[config.mk]
export PLATFORM = sky130hd
export DESIGN_NAME = reliable_message_tracker_top
export DESIGN_NICKNAME = d
export VERILOG_FILES = /design/src/design/rmt_pkg.sv /design/src/design/rmt_ctrl.sv /design/src/design/rmt_dp.sv /design/src/design/reliable_message_tracker_top.sv
export SDC_FILE = /design/constraint.sdc
export NUM_CORES = 2
export LEC_CHECK = 0
export BUFFER_PORTS_ARGS = -buffer_cell sky130_fd_sc_hd__buf_2
export CORE_MARGIN = 2
export CORE_UTILIZATION = 30
export DETAILED_ROUTE_END_ITERATION = 16
export PLACE_DENSITY_LB_ADDON = 0.15
export SYNTH_ARGS = -nofsm -noshare
export SYNTH_HDL_FRONTEND = slang
export SYNTH_HIERARCHICAL = 1
export SYNTH_SLANG_ARGS = --single-unit
[constraint.sdc]
create_clock -name clk -period 7.86 [get_ports clk]
set_input_delay 0 -clock clk [delete_from_list [all_inputs] [get_ports clk]]
set_output_delay 0 -clock clk [all_outputs]
set_load 0.03 [all_outputs]
[src/design/rmt_pkg.sv]
// rmt_pkg: shared types, codes and the checksum helper of the message tracker
// no dependencies

package rmt_pkg;

	localparam int unsigned SEND_SLOTS_DEF    = 8;
	localparam int unsigned HISTORY_DEPTH_DEF = 16;
	localparam logic [7:0]  RETRY_LIMIT_RST   = 8'd10;
	localparam logic [16:0] ADLER_MOD         = 17'd65521;

	typedef enum logic [1:0] {
		CMD_SEND    = 2'd0,
		CMD_RECV    = 2'd1,
		CMD_CONFIRM = 2'd2,
		CMD_TICK    = 2'd3
	} op_t;

	typedef enum logic [3:0] {
		K_SENT      = 4'd0,
		K_ACCEPTED  = 4'd1,
		K_CHKERR    = 4'd2,
		K_DUPLICATE = 4'd3,
		K_MALFORMED = 4'd4,
		K_CONFIRMED = 4'd5,
		K_UNMATCHED = 4'd6,
		K_RESEND    = 4'd7,
		K_LOST      = 4'd8
	} kind_t;

	typedef struct packed {
		logic  load;
		logic  sum_upd;
		logic  idx_clr;
		logic  idx_inc;
		logic  use_pick;
		logic  send_scan;
		logic  send_commit;
		logic  recv_scan;
		logic  recv_commit;
		logic  conf_scan;
		logic  conf_commit;
		logic  time_inc;
		logic  tick_scan;
		logic  emit;
		kind_t emit_kind;
	} dp_cmd_t;

	typedef struct packed {
		op_t  op;
		logic last;
		logic nopay;
		logic chk_ok;
		logic hit;
		logic slot_end;
		logic hist_end;
		logic flag_here;
		logic lost_here;
		logic out_free;
	} dp_stat_t;

	function automatic logic [15:0] sum_add(input logic [15:0] s, input logic [7:0] b);
		logic [16:0] t;
		t = {1'b0, s} + {9'd0, b};
		if (t >= ADLER_MOD)
			t = t - ADLER_MOD;
		return t[15:0];
	endfunction

endpackage

[src/design/rmt_ctrl.sv]
// rmt_ctrl: sequencing state machine of the message tracker
// depends on rmt_pkg; drives the datapath rmt_dp through dp_cmd_t

module rmt_ctrl import rmt_pkg::*; (
	input  logic     clk,
	input  logic     arst_n,
	input  logic     in_valid,
	output logic     in_ready,
	input  dp_stat_t stat,
	output dp_cmd_t  cmd
);

	typedef enum logic [3:0] {
		S_IDLE, S_DECODE, S_SEND_SCAN, S_SEND_COMMIT, S_RECV_SCAN, S_RECV_COMMIT,
		S_CONF_SCAN, S_CONF_COMMIT, S_TICK_SCAN, S_TICK_EMIT, S_EMIT
	} state_t;

	state_t state_q, state_n;
	kind_t  kind_q, kind_n;

	assign in_ready = (state_q == S_IDLE);

	always_comb begin
		cmd = '0;
		cmd.emit_kind = kind_q;
		state_n = state_q;
		kind_n = kind_q;
		case (state_q)
			S_IDLE: begin
				if (in_valid) begin
					cmd.load = 1'b1;
					state_n = S_DECODE;
				end
			end
			S_DECODE: begin
				cmd.idx_clr = 1'b1;
				case (stat.op)
					CMD_SEND: begin
						cmd.sum_upd = 1'b1;
						state_n = stat.last ? S_SEND_SCAN : S_IDLE;
					end
					CMD_RECV: begin
						cmd.sum_upd = 1'b1;
						if (stat.nopay) begin
							kind_n = K_MALFORMED;
							state_n = S_EMIT;
						end else if (!stat.last) begin
							state_n = S_IDLE;
						end else if (!stat.chk_ok) begin
							kind_n = K_CHKERR;
							state_n = S_EMIT;
						end else begin
							state_n = S_RECV_SCAN;
						end
					end
					CMD_CONFIRM: state_n = S_CONF_SCAN;
					default: begin
						cmd.time_inc = 1'b1;
						state_n = S_TICK_SCAN;
					end
				endcase
			end
			S_SEND_SCAN: begin
				cmd.send_scan = 1'b1;
				cmd.idx_inc = 1'b1;
				if (stat.slot_end)
					state_n = S_SEND_COMMIT;
			end
			S_SEND_COMMIT: begin
				cmd.use_pick = 1'b1;
				cmd.send_commit = 1'b1;
				kind_n = K_SENT;
				state_n = S_EMIT;
			end
			S_RECV_SCAN: begin
				cmd.recv_scan = 1'b1;
				cmd.idx_inc = 1'b1;
				if (stat.hist_end)
					state_n = S_RECV_COMMIT;
			end
			S_RECV_COMMIT: begin
				if (stat.hit) begin
					kind_n = K_DUPLICATE;
				end else begin
					cmd.recv_commit = 1'b1;
					kind_n = K_ACCEPTED;
				end
				state_n = S_EMIT;
			end
			S_CONF_SCAN: begin
				cmd.conf_scan = 1'b1;
				cmd.idx_inc = 1'b1;
				if (stat.slot_end)
					state_n = S_CONF_COMMIT;
			end
			S_CONF_COMMIT: begin
				cmd.use_pick = 1'b1;
				if (stat.hit) begin
					cmd.conf_commit = 1'b1;
					kind_n = K_CONFIRMED;
				end else begin
					kind_n = K_UNMATCHED;
				end
				state_n = S_EMIT;
			end
			S_TICK_SCAN: begin
				cmd.tick_scan = 1'b1;
				cmd.idx_inc = 1'b1;
				if (stat.slot_end) begin
					cmd.idx_inc = 1'b0;
					cmd.idx_clr = 1'b1;
					state_n = S_TICK_EMIT;
				end
			end
			S_TICK_EMIT: begin
				cmd.emit_kind = stat.lost_here ? K_LOST : K_RESEND;
				if (!stat.flag_here || stat.out_free) begin
					cmd.emit = stat.flag_here;
					cmd.idx_inc = 1'b1;
					if (stat.slot_end)
						state_n = S_IDLE;
				end
			end
			S_EMIT: begin
				cmd.use_pick = 1'b1;
				if (stat.out_free) begin
					cmd.emit = 1'b1;
					state_n = S_IDLE;
				end
			end
			default: state_n = S_IDLE;
		endcase
	end

	always_ff @(posedge clk or negedge arst_n) begin
		if (!arst_n) begin
			state_q <= S_IDLE;
			kind_q <= K_SENT;
		end else begin
			state_q <= state_n;
			kind_q <= kind_n;
		end
	end

endmodule

[src/design/rmt_dp.sv]
// rmt_dp: slot table, receive history, checksums, time and result register
// depends on rmt_pkg; commanded by rmt_ctrl

module rmt_dp import rmt_pkg::*; #(
	parameter int unsigned SEND_SLOTS    = SEND_SLOTS_DEF,
	parameter int unsigned HISTORY_DEPTH = HISTORY_DEPTH_DEF
) (
	input  logic        clk,
	input  logic        arst_n,
	input  dp_cmd_t     cmd,
	output dp_stat_t    stat,
	input  logic [7:0]  retry_limit,
	input  logic [1:0]  in_user,
	input  logic [79:0] in_data,
	input  logic        in_last,
	output logic        out_valid,
	input  logic        out_ready,
	output logic [63:0] out_data,
	output logic [3:0]  out_user,
	output logic        out_last
);

	localparam int unsigned IW  = (SEND_SLOTS > 1) ? $clog2(SEND_SLOTS) : 1;
	localparam int unsigned HW  = (HISTORY_DEPTH > 1) ? $clog2(HISTORY_DEPTH) : 1;
	localparam int unsigned XW  = (IW > HW) ? IW : HW;
	localparam int unsigned NW  = $clog2(SEND_SLOTS + 1);

	// latched item
	op_t         op_q;
	logic        last_q, nopay_q, rel_q, cw_q;
	logic [15:0] ival_q, tag_q, hnum_q, hchk_q, chk_q;

	logic [15:0] send_sum_q, recv_sum_q, counter_q;
	logic [31:0] time_q;

	logic [SEND_SLOTS-1:0] busy_q, flag_q, lost_q;
	logic [15:0] num_q   [SEND_SLOTS];
	logic [15:0] stag_q  [SEND_SLOTS];
	logic [15:0] sival_q [SEND_SLOTS];
	logic [7:0]  retr_q  [SEND_SLOTS];
	logic [31:0] sent_q  [SEND_SLOTS];
	logic [31:0] dl_q    [SEND_SLOTS];
	logic [NW-1:0] cnt_q;

	logic [15:0] hist_q [HISTORY_DEPTH];
	logic [HW-1:0] pos_q;

	logic [XW-1:0] idx_q;
	logic [IW-1:0] pick_q, ra;
	logic [31:0] best_q;
	logic found_q, hit_q;

	logic out_valid_q, out_last_q;
	logic [63:0] out_data_q;
	logic [3:0] out_user_q;

	logic [IW-1:0] sidx;
	logic [HW-1:0] hidx, pos_n;
	logic [7:0] r_n;
	logic [SEND_SLOTS-1:0] above;
	logic [15:0] msg, chk_o, tag_o;
	logic [IW+2:0] slot_x;
	logic [NW+3:0] cnt_x;
	logic sel_slot;

	assign sidx = idx_q[IW-1:0];
	assign hidx = idx_q[HW-1:0];
	assign ra   = cmd.use_pick ? pick_q : sidx;
	assign r_n  = (retr_q[ra] == 8'hFF) ? 8'hFF : retr_q[ra] + 8'd1;
	assign pos_n = (pos_q == HW'(HISTORY_DEPTH - 1)) ? '0 : pos_q + HW'(1);

	always_comb begin
		for (int j = 0; j < SEND_SLOTS; j++)
			above[j] = (IW'(j) > sidx);
	end

	assign stat.op        = op_q;
	assign stat.last      = last_q;
	assign stat.nopay     = nopay_q;
	assign stat.chk_ok    = (chk_q == hchk_q);
	assign stat.hit       = hit_q;
	assign stat.slot_end  = (sidx == IW'(SEND_SLOTS - 1));
	assign stat.hist_end  = (hidx == HW'(HISTORY_DEPTH - 1));
	assign stat.flag_here = flag_q[sidx];
	assign stat.lost_here = lost_q[sidx];
	assign stat.out_free  = !out_valid_q || out_ready;

	// result fields
	always_comb begin
		sel_slot = cmd.emit_kind inside {K_SENT, K_CONFIRMED, K_RESEND, K_LOST};
		case (cmd.emit_kind)
			K_SENT: msg = counter_q;
			K_RESEND, K_LOST: msg = num_q[ra];
			default: msg = hnum_q;
		endcase
		chk_o = (cmd.emit_kind <= K_DUPLICATE) ? chk_q : 16'd0;
		if (cmd.emit_kind == K_SENT)
			tag_o = tag_q;
		else if (sel_slot)
			tag_o = stag_q[ra];
		else
			tag_o = 16'd0;
		slot_x = sel_slot ? {3'd0, ra} : '0;
		cnt_x = {4'd0, cnt_q};
	end

	always_ff @(posedge clk or negedge arst_n) begin
		if (!arst_n) begin
			op_q <= CMD_SEND;
			last_q <= 1'b0;
			nopay_q <= 1'b0;
			rel_q <= 1'b0;
			cw_q <= 1'b0;
			ival_q <= '0;
			tag_q <= '0;
			hnum_q <= '0;
			hchk_q <= '0;
			chk_q <= '0;
			send_sum_q <= 16'd1;
			recv_sum_q <= 16'd1;
			counter_q <= 16'd1;
			time_q <= '0;
			busy_q <= '0;
			flag_q <= '0;
			lost_q <= '0;
			for (int s = 0; s < SEND_SLOTS; s++) begin
				num_q[s] <= '0;
				stag_q[s] <= '0;
				sival_q[s] <= '0;
				retr_q[s] <= '0;
				sent_q[s] <= '0;
				dl_q[s] <= '0;
			end
			cnt_q <= '0;
			pos_q <= '0;
			for (int h = 0; h < HISTORY_DEPTH; h++)
				hist_q[h] <= '0;
			idx_q <= '0;
			pick_q <= '0;
			best_q <= '0;
			found_q <= 1'b0;
			hit_q <= 1'b0;
			out_valid_q <= 1'b0;
		end else begin
			if (cmd.load) begin
				op_q <= op_t'(in_user);
				nopay_q <= in_data[8];
				rel_q <= in_data[9];
				ival_q <= in_data[25:10];
				tag_q <= in_data[41:26];
				hnum_q <= in_data[57:42];
				hchk_q <= in_data[73:58];
				cw_q <= in_data[74];
				last_q <= in_last;
				chk_q <= sum_add((in_user == CMD_SEND) ? send_sum_q : recv_sum_q,
					in_data[7:0]);
			end
			if (cmd.sum_upd) begin
				if (op_q == CMD_SEND)
					send_sum_q <= last_q ? 16'd1 : chk_q;
				else
					recv_sum_q <= (last_q || nopay_q) ? 16'd1 : chk_q;
			end
			if (cmd.idx_clr) begin
				idx_q <= '0;
				found_q <= 1'b0;
				hit_q <= 1'b0;
			end else if (cmd.idx_inc) begin
				idx_q <= idx_q + XW'(1);
			end
			if (cmd.time_inc)
				time_q <= time_q + 32'd1;

			if (cmd.send_scan && !found_q) begin
				if (!busy_q[sidx]) begin
					found_q <= 1'b1;
					pick_q <= sidx;
				end else if (sidx == '0 || sent_q[sidx] < best_q) begin
					best_q <= sent_q[sidx];
					pick_q <= sidx;
				end
			end
			if (cmd.send_commit) begin
				counter_q <= (counter_q == 16'hFFFF) ? 16'd1 : counter_q + 16'd1;
				busy_q[ra] <= rel_q;
				num_q[ra] <= (counter_q == 16'hFFFF) ? 16'd1 : counter_q + 16'd1;
				stag_q[ra] <= tag_q;
				sival_q[ra] <= ival_q;
				retr_q[ra] <= '0;
				sent_q[ra] <= time_q;
				dl_q[ra] <= time_q + {16'd0, ival_q};
				if (found_q && rel_q)
					cnt_q <= cnt_q + NW'(1);
				else if (!found_q && !rel_q)
					cnt_q <= cnt_q - NW'(1);
			end

			if (cmd.recv_scan && hist_q[hidx] == hnum_q)
				hit_q <= 1'b1;
			if (cmd.recv_commit) begin
				pos_q <= pos_n;
				hist_q[pos_n] <= hnum_q;
			end

			if (cmd.conf_scan && !hit_q && busy_q[sidx] && num_q[sidx] == hnum_q) begin
				hit_q <= 1'b1;
				pick_q <= sidx;
			end
			if (cmd.conf_commit) begin
				busy_q[ra] <= 1'b0;
				cnt_q <= cnt_q - NW'(1);
			end

			if (cmd.tick_scan) begin
				flag_q[ra] <= busy_q[ra] && (dl_q[ra] < time_q);
				lost_q[ra] <= (r_n >= retry_limit);
				if (busy_q[ra] && (dl_q[ra] < time_q)) begin
					retr_q[ra] <= r_n;
					if (r_n >= retry_limit) begin
						busy_q[ra] <= 1'b0;
						cnt_q <= cnt_q - NW'(1);
					end else begin
						dl_q[ra] <= time_q + {16'd0, sival_q[ra]};
						sent_q[ra] <= time_q;
					end
				end
			end

			if (cmd.emit) begin
				out_valid_q <= 1'b1;
			end else if (out_ready) begin
				out_valid_q <= 1'b0;
			end
		end
	end

	always_ff @(posedge clk) begin
		if (cmd.emit) begin
			out_user_q <= cmd.emit_kind;
			out_last_q <= (cmd.emit_kind == K_RESEND || cmd.emit_kind == K_LOST) ?
				!(|(flag_q & above)) : 1'b1;
			out_data_q <= {6'd0, cnt_x[3:0],
				(cmd.emit_kind == K_ACCEPTED || cmd.emit_kind == K_DUPLICATE) && cw_q,
				(cmd.emit_kind == K_SENT) && !rel_q,
				(cmd.emit_kind == K_SENT) && !found_q,
				tag_o, slot_x[2:0], chk_o, msg};
		end
	end

	assign out_valid = out_valid_q;
	assign out_data  = out_data_q;
	assign out_user  = out_user_q;
	assign out_last  = out_last_q;

	a_emit_free: assert property (@(posedge clk) disable iff (!arst_n)
		cmd.emit |-> (!out_valid_q || out_ready))
		else $error("result written over an untaken one");
	a_count: assert property (@(posedge clk) disable iff (!arst_n)
		32'(cnt_q) == 32'($countones(busy_q)))
		else $error("pending count out of step with busy slots");
	a_counter: assert property (@(posedge clk) disable iff (!arst_n)
		counter_q != 16'd0)
		else $error("message counter reached zero");
	a_commit_once: assert property (@(posedge clk) disable iff (!arst_n)
		cmd.send_commit |=> !cmd.send_commit)
		else $error("send committed twice");

endmodule

[src/design/reliable_message_tracker_top.sv]
// reliable_message_tracker_top: stream and register ports of the message tracker
// depends on rmt_pkg, rmt_ctrl and rmt_dp
//
// One transaction is taken at a time. A final send byte, a final receive byte
// that is well formed and passes its checksum, and a confirmation each run a
// scan that visits one slot or one history entry per cycle; a tick scans the
// slots once to mark expired ones and again to emit their results. A result
// that waits for the output register holds the state machine. Results leave
// through a single output register, so the next transaction may be taken while
// the last result still waits.

module reliable_message_tracker_top import rmt_pkg::*; #(
	parameter int unsigned SEND_SLOTS    = SEND_SLOTS_DEF,
	parameter int unsigned HISTORY_DEPTH = HISTORY_DEPTH_DEF
) (
	input  logic        clk,
	input  logic        arst_n,
	input  logic        s_axis_tvalid,
	output logic        s_axis_tready,
	// data_byte[7:0], no_payload[8], reliable[9], resend_interval[25:10],
	// tag[41:26], header_number[57:42], header_check[73:58], confirm_wanted[74]
	input  logic [79:0] s_axis_tdata,
	input  logic        s_axis_tlast,
	// cmd[1:0]
	input  logic [1:0]  s_axis_tuser,
	output logic        m_axis_tvalid,
	input  logic        m_axis_tready,
	// msg_number[15:0], check_value[31:16], slot[34:32], tag_out[50:35],
	// evicted[51], auto_confirmed[52], send_confirm[53], pending_count[57:54]
	output logic [63:0] m_axis_tdata,
	output logic        m_axis_tlast,
	// kind[3:0]
	output logic [3:0]  m_axis_tuser,
	input  logic        psel,
	input  logic        penable,
	input  logic        pwrite,
	input  logic [2:0]  paddr,
	input  logic [31:0] pwdata,
	output logic [31:0] prdata,
	output logic        pready
);

	dp_cmd_t    cmd;
	dp_stat_t   stat;
	logic [7:0] retry_limit_q;

	assign pready = 1'b1;
	assign prdata = paddr[2] ? 32'd0 : {24'd0, retry_limit_q};

	always_ff @(posedge clk or negedge arst_n) begin
		if (!arst_n) begin
			retry_limit_q <= RETRY_LIMIT_RST;
		end else if (psel && penable && pwrite && pready && !paddr[2]) begin
			retry_limit_q <= pwdata[7:0];
		end
	end

	rmt_ctrl u_ctrl (
		.clk      (clk),
		.arst_n   (arst_n),
		.in_valid (s_axis_tvalid),
		.in_ready (s_axis_tready),
		.stat     (stat),
		.cmd      (cmd)
	);

	rmt_dp #(
		.SEND_SLOTS    (SEND_SLOTS),
		.HISTORY_DEPTH (HISTORY_DEPTH)
	) u_dp (
		.clk         (clk),
		.arst_n      (arst_n),
		.cmd         (cmd),
		.stat        (stat),
		.retry_limit (retry_limit_q),
		.in_user     (s_axis_tuser),
		.in_data     (s_axis_tdata),
		.in_last     (s_axis_tlast),
		.out_valid   (m_axis_tvalid),
		.out_ready   (m_axis_tready),
		.out_data    (m_axis_tdata),
		.out_user    (m_axis_tuser),
		.out_last    (m_axis_tlast)
	);

endmodule
==> impl_metrics.env <==
export IMPL_hp_class="input pin to register"
export IMPL_period_minus_slack_ns=7.051
export IMPL_clkLatencyLatePin_ns=0.88
export IMPL_end_kind="register"
export IMPL_maxCapViolCount=0
export IMPL_io_buffers=166
export IMPL_grt_pass1_wl_um=410100
export IMPL_grt_max_degree=183
export IMPL_cts_tree="built"
export IMPL_cpMaxStageDelayCell="a31o_2"
export IMPL_crit_fanout=42
export IMPL_layout_nets=7837
export IMPL_peakVddDrop_mv=0.2753
export IMPL_grt_pass1_vias=58950
export IMPL_synth_most_common_cell="nand2_1"
export IMPL_clk_pin_slew_ns=0.06
export IMPL_synthFlopType="dfrtp_1"
export IMPL_power_uw=32910
export IMPL_dr_pass1_iters=6
export IMPL_layout_cells_non_filler=11070
export IMPL_yosysSeqAreaShare=0.5139
export IMPL_root_buffer="clkbuf_16"
export IMPL_cts_buffers=178
export IMPL_vias=58810
export IMPL_ioPinCount=229
export IMPL_dieHeight_um=505.1
export IMPL_grt_usage=0.2128
export IMPL_vias_per_cell=5.313
export IMPL_gp_congestion=0.8584
export IMPL_cp_start_kind="register"
export IMPL_reg2reg_depth=24
export IMPL_h_tree_depth=4
export IMPL_setup_tns_final_ns=0
export IMPL_drc=0
export IMPL_grt_setup_unrepaired="no"
export IMPL_synth_area_leader_cell="dfrtp_1"
export IMPL_fmax_ghz=0.1418
export IMPL_maxSlewViolCount=0
export IMPL_synth_async_reset_ratio=0.9589
export IMPL_synthTopCellsByArea="dfrtp_1 (49%), nand2_1 (7.6%), mux2_2 (6.9%)"
export IMPL_hold_viol_final=0
export IMPL_ys_types=108
export IMPL_drtIter0Drc=4775
export IMPL_grt_overflow_total=0
export IMPL_core_um2=249100
export IMPL_cpLargestDelayFamily="compound AO/OA/AOI/OAI gates"
export IMPL_synth_top_area_frac=0.4870
export IMPL_p_leak_uw=0.03942
export IMPL_start_util=0.3024
export IMPL_slew_headroom=0.1121
export IMPL_crit_buf_inv=5
export IMPL_crit_type="register to register"
export IMPL_die_x_um=505.1
export IMPL_final_area_um2=88150
export IMPL_cp_depth=24
export IMPL_crit_chain="nor3b_1 > o21a_1 > buf_4 > nor3_1 > a21oi_2 > buf_4 > o221ai_1 > a221o_1 > inv_1 > ha_1 > inv_1 > nor3_1 > and3_1 > nor2_1 > ha_1 > nand2b_1 > a211oi_1 > o31ai_1 > a31o_2 > nor2_1 > and3_1 > nor2_4 > buf_4 > o21ai_0"
export IMPL_postRouteAntennaNets=0
export IMPL_nFillCells=25190
export IMPL_synth_edf_count=63
export IMPL_fin_util=0.3538
export IMPL_cpPeakStageDelay_ns=0.59
export IMPL_synth_seq_cells=1534
export IMPL_whs_path_depth=4
export IMPL_status="complete, no violations"
export IMPL_rows=183
export IMPL_drt_total_wl_um=275200
export IMPL_setup_viol=0
export IMPL_cts_buffer_depth=3
export IMPL_hpwl_um=172800
export IMPL_crit_required_ns=8.56
export IMPL_antenna_found_initial=5
export IMPL_drive_above_1_share=0.1810
export IMPL_fin_crit_sh=0.8971
export IMPL_wl_per_cell_um=24.86
export IMPL_clock_sinks=1534
export IMPL_synth_commonest_cells="nand2_1 (1531), dfrtp_1 (1466), o21ai_0 (627), mux2_2 (463), nor2_1 (448)"
export IMPL_worst_pin_slew_ns=1.322
export IMPL_syn_area_um2=75330
export IMPL_yosys_warnings=6
export IMPL_syn_inst=7387
export IMPL_dp_cells=10550
export IMPL_die_area_um2=255100
export IMPL_syn_to_final_growth_pct=17.02
export IMPL_avgSynthCellArea_um2=10.20
export IMPL_powerDensity_nw_per_um2=373.3
export IMPL_crit_arrival_ns=7.75
export IMPL_placed_area_um2=80330
export IMPL_finalClockSkew_ns=0.05671
export IMPL_cp_common_cell="buf_4"
[tightest hold or removal path: stages]
cell           delay [ns]
buf_2                0.12
nand4b_4             0.14
mux2_2               0.16
dlygate4sd3_1        0.54
[registers in the layout (all words and copies together), names as in the netlist, 32 cells and up]
name           flops
u_dp/sival_q     128
u_dp/sent_q      256
u_dp/time_q       32
u_dp/num_q       128
u_dp/out_data     58
u_dp/stag_q      128
u_dp/dl_q        256
u_dp/retr_q       64
u_dp/hist_q      256
u_dp/best_q       32
[cells in the final DEF (no fill, tap or decap), drive strengths merged, types with 114 or more instances in the layout]
master | netlist | final
buf | 177 | 396
nand2 | 1531 | 1531
dfrtp | 1466 | 1466
clkbuf | 411 | 264
nor2 | 449 | 449
dlygate4sd3 | 0 | 180
xnor2 | 120 | 120
o21ai | 650 | 650
mux4 | 142 | 142
a21oi | 201 | 201
mux2i | 118 | 118
mux2 | 477 | 477
ha | 126 | 126
nand3 | 114 | 114
o22ai | 246 | 246
[metrics by stage]
step | hold WS [ns] | setup slack, ns
CTS | 0.03023 | 0.8389
global placement | 0.04549 | 0.7938
finish | 0.1046 | 0.8089
global route | 0.1044 | 0.5107
floorplan | -0.2956 | 0.07434
detailed placement | 0.04596 | 0.8258
[path summary, 6_finish.rpt]
check,slack (ns),endpoint,from
worst min-delay path,0.10,retry_limit_q[7]$_DFFE_PN0P_,penable
worst min register to register,0.47,u_dp/cnt_q[3]$_DFF_PN0_,u_dp/cnt_q[3]$_DFF_PN0_
min in group asynchronous,0.44,u_dp/ival_q[6]$_DFFE_PN0P_,arst_n
max in group asynchronous,5.93,u_dp/sent_q[63]$_DFF_PN0_,arst_n
worst max register to register,0.81,u_dp/sent_q[159]$_DFF_PN0_,u_ctrl/state_q[3]$_DFFE_PN0P_
worst max-delay path,0.81,u_dp/sent_q[159]$_DFF_PN0_,u_ctrl/state_q[3]$_DFFE_PN0P_
[kinds of logic (layout without fill, tap and decap cells)]
kind of cell / count (synthesis) / count (layout) / share of synthesized area
buffers and inverters: 710 / 1028 / 0.03966
and+or+nand+nor: 2430 / 2430 / 0.1348
muxes: 737 / 737 / 0.1298
other: 3 / 38 / 0.0001495
adders and majority gates: 129 / 129 / 0.02173
DFF: 1534 / 1534 / 0.5139
xor gates and xnor gates: 169 / 169 / 0.01965
AOI/OAI and AO/OA: 1675 / 1675 / 0.1404
[metal layers]
metal | share of wire | wire length, µm | up-vias | global-route usage
met3 | 0.052 | 14420 | 365 | 0.03081
met2 | 0.46 | 126800 | 1765 | 0.3371
met1 | 0.46 | 127600 | 30170 | 0.3032
met4 | 0.023 | 6432 | 0 | 0.05660
li1 | - | - | 26520 | -
met5 | 0 | 0 | - | 0
[layout make-up]
class / count / area, µm² / area share
Antenna cell: 7 / 17.52 / 0.0001987
Clock buffer: 264 / 5127 / 0.05817
Clock inverter: 66 / 840.8 / 0.009539
Inverter: 122 / 457.9 / 0.005195
Multi-Input combinational cell: 5171 / 34140 / 0.3873
Sequential cell: 1534 / 38720 / 0.4393
Tap cell: 3330 / 4167 / 0.04727
Timing Repair Buffer: 576 / 4682 / 0.05311
[power by group]
part           leakage, µW  total, µW  internal [µW]  switching, µW
Sequential          0.0204      11400           9820           1560
Clock              0.00290       8430           4800           3630
Combinational       0.0161      13100           4530           8570
[what timing repair did]
action	in CTS	in global routing
setup buffers	0	0
gates resized for setup	0	0
hold buffers	181	0
hold endpoints to repair	760	0
Note: power is estimated with default switching activity, not from simulation.
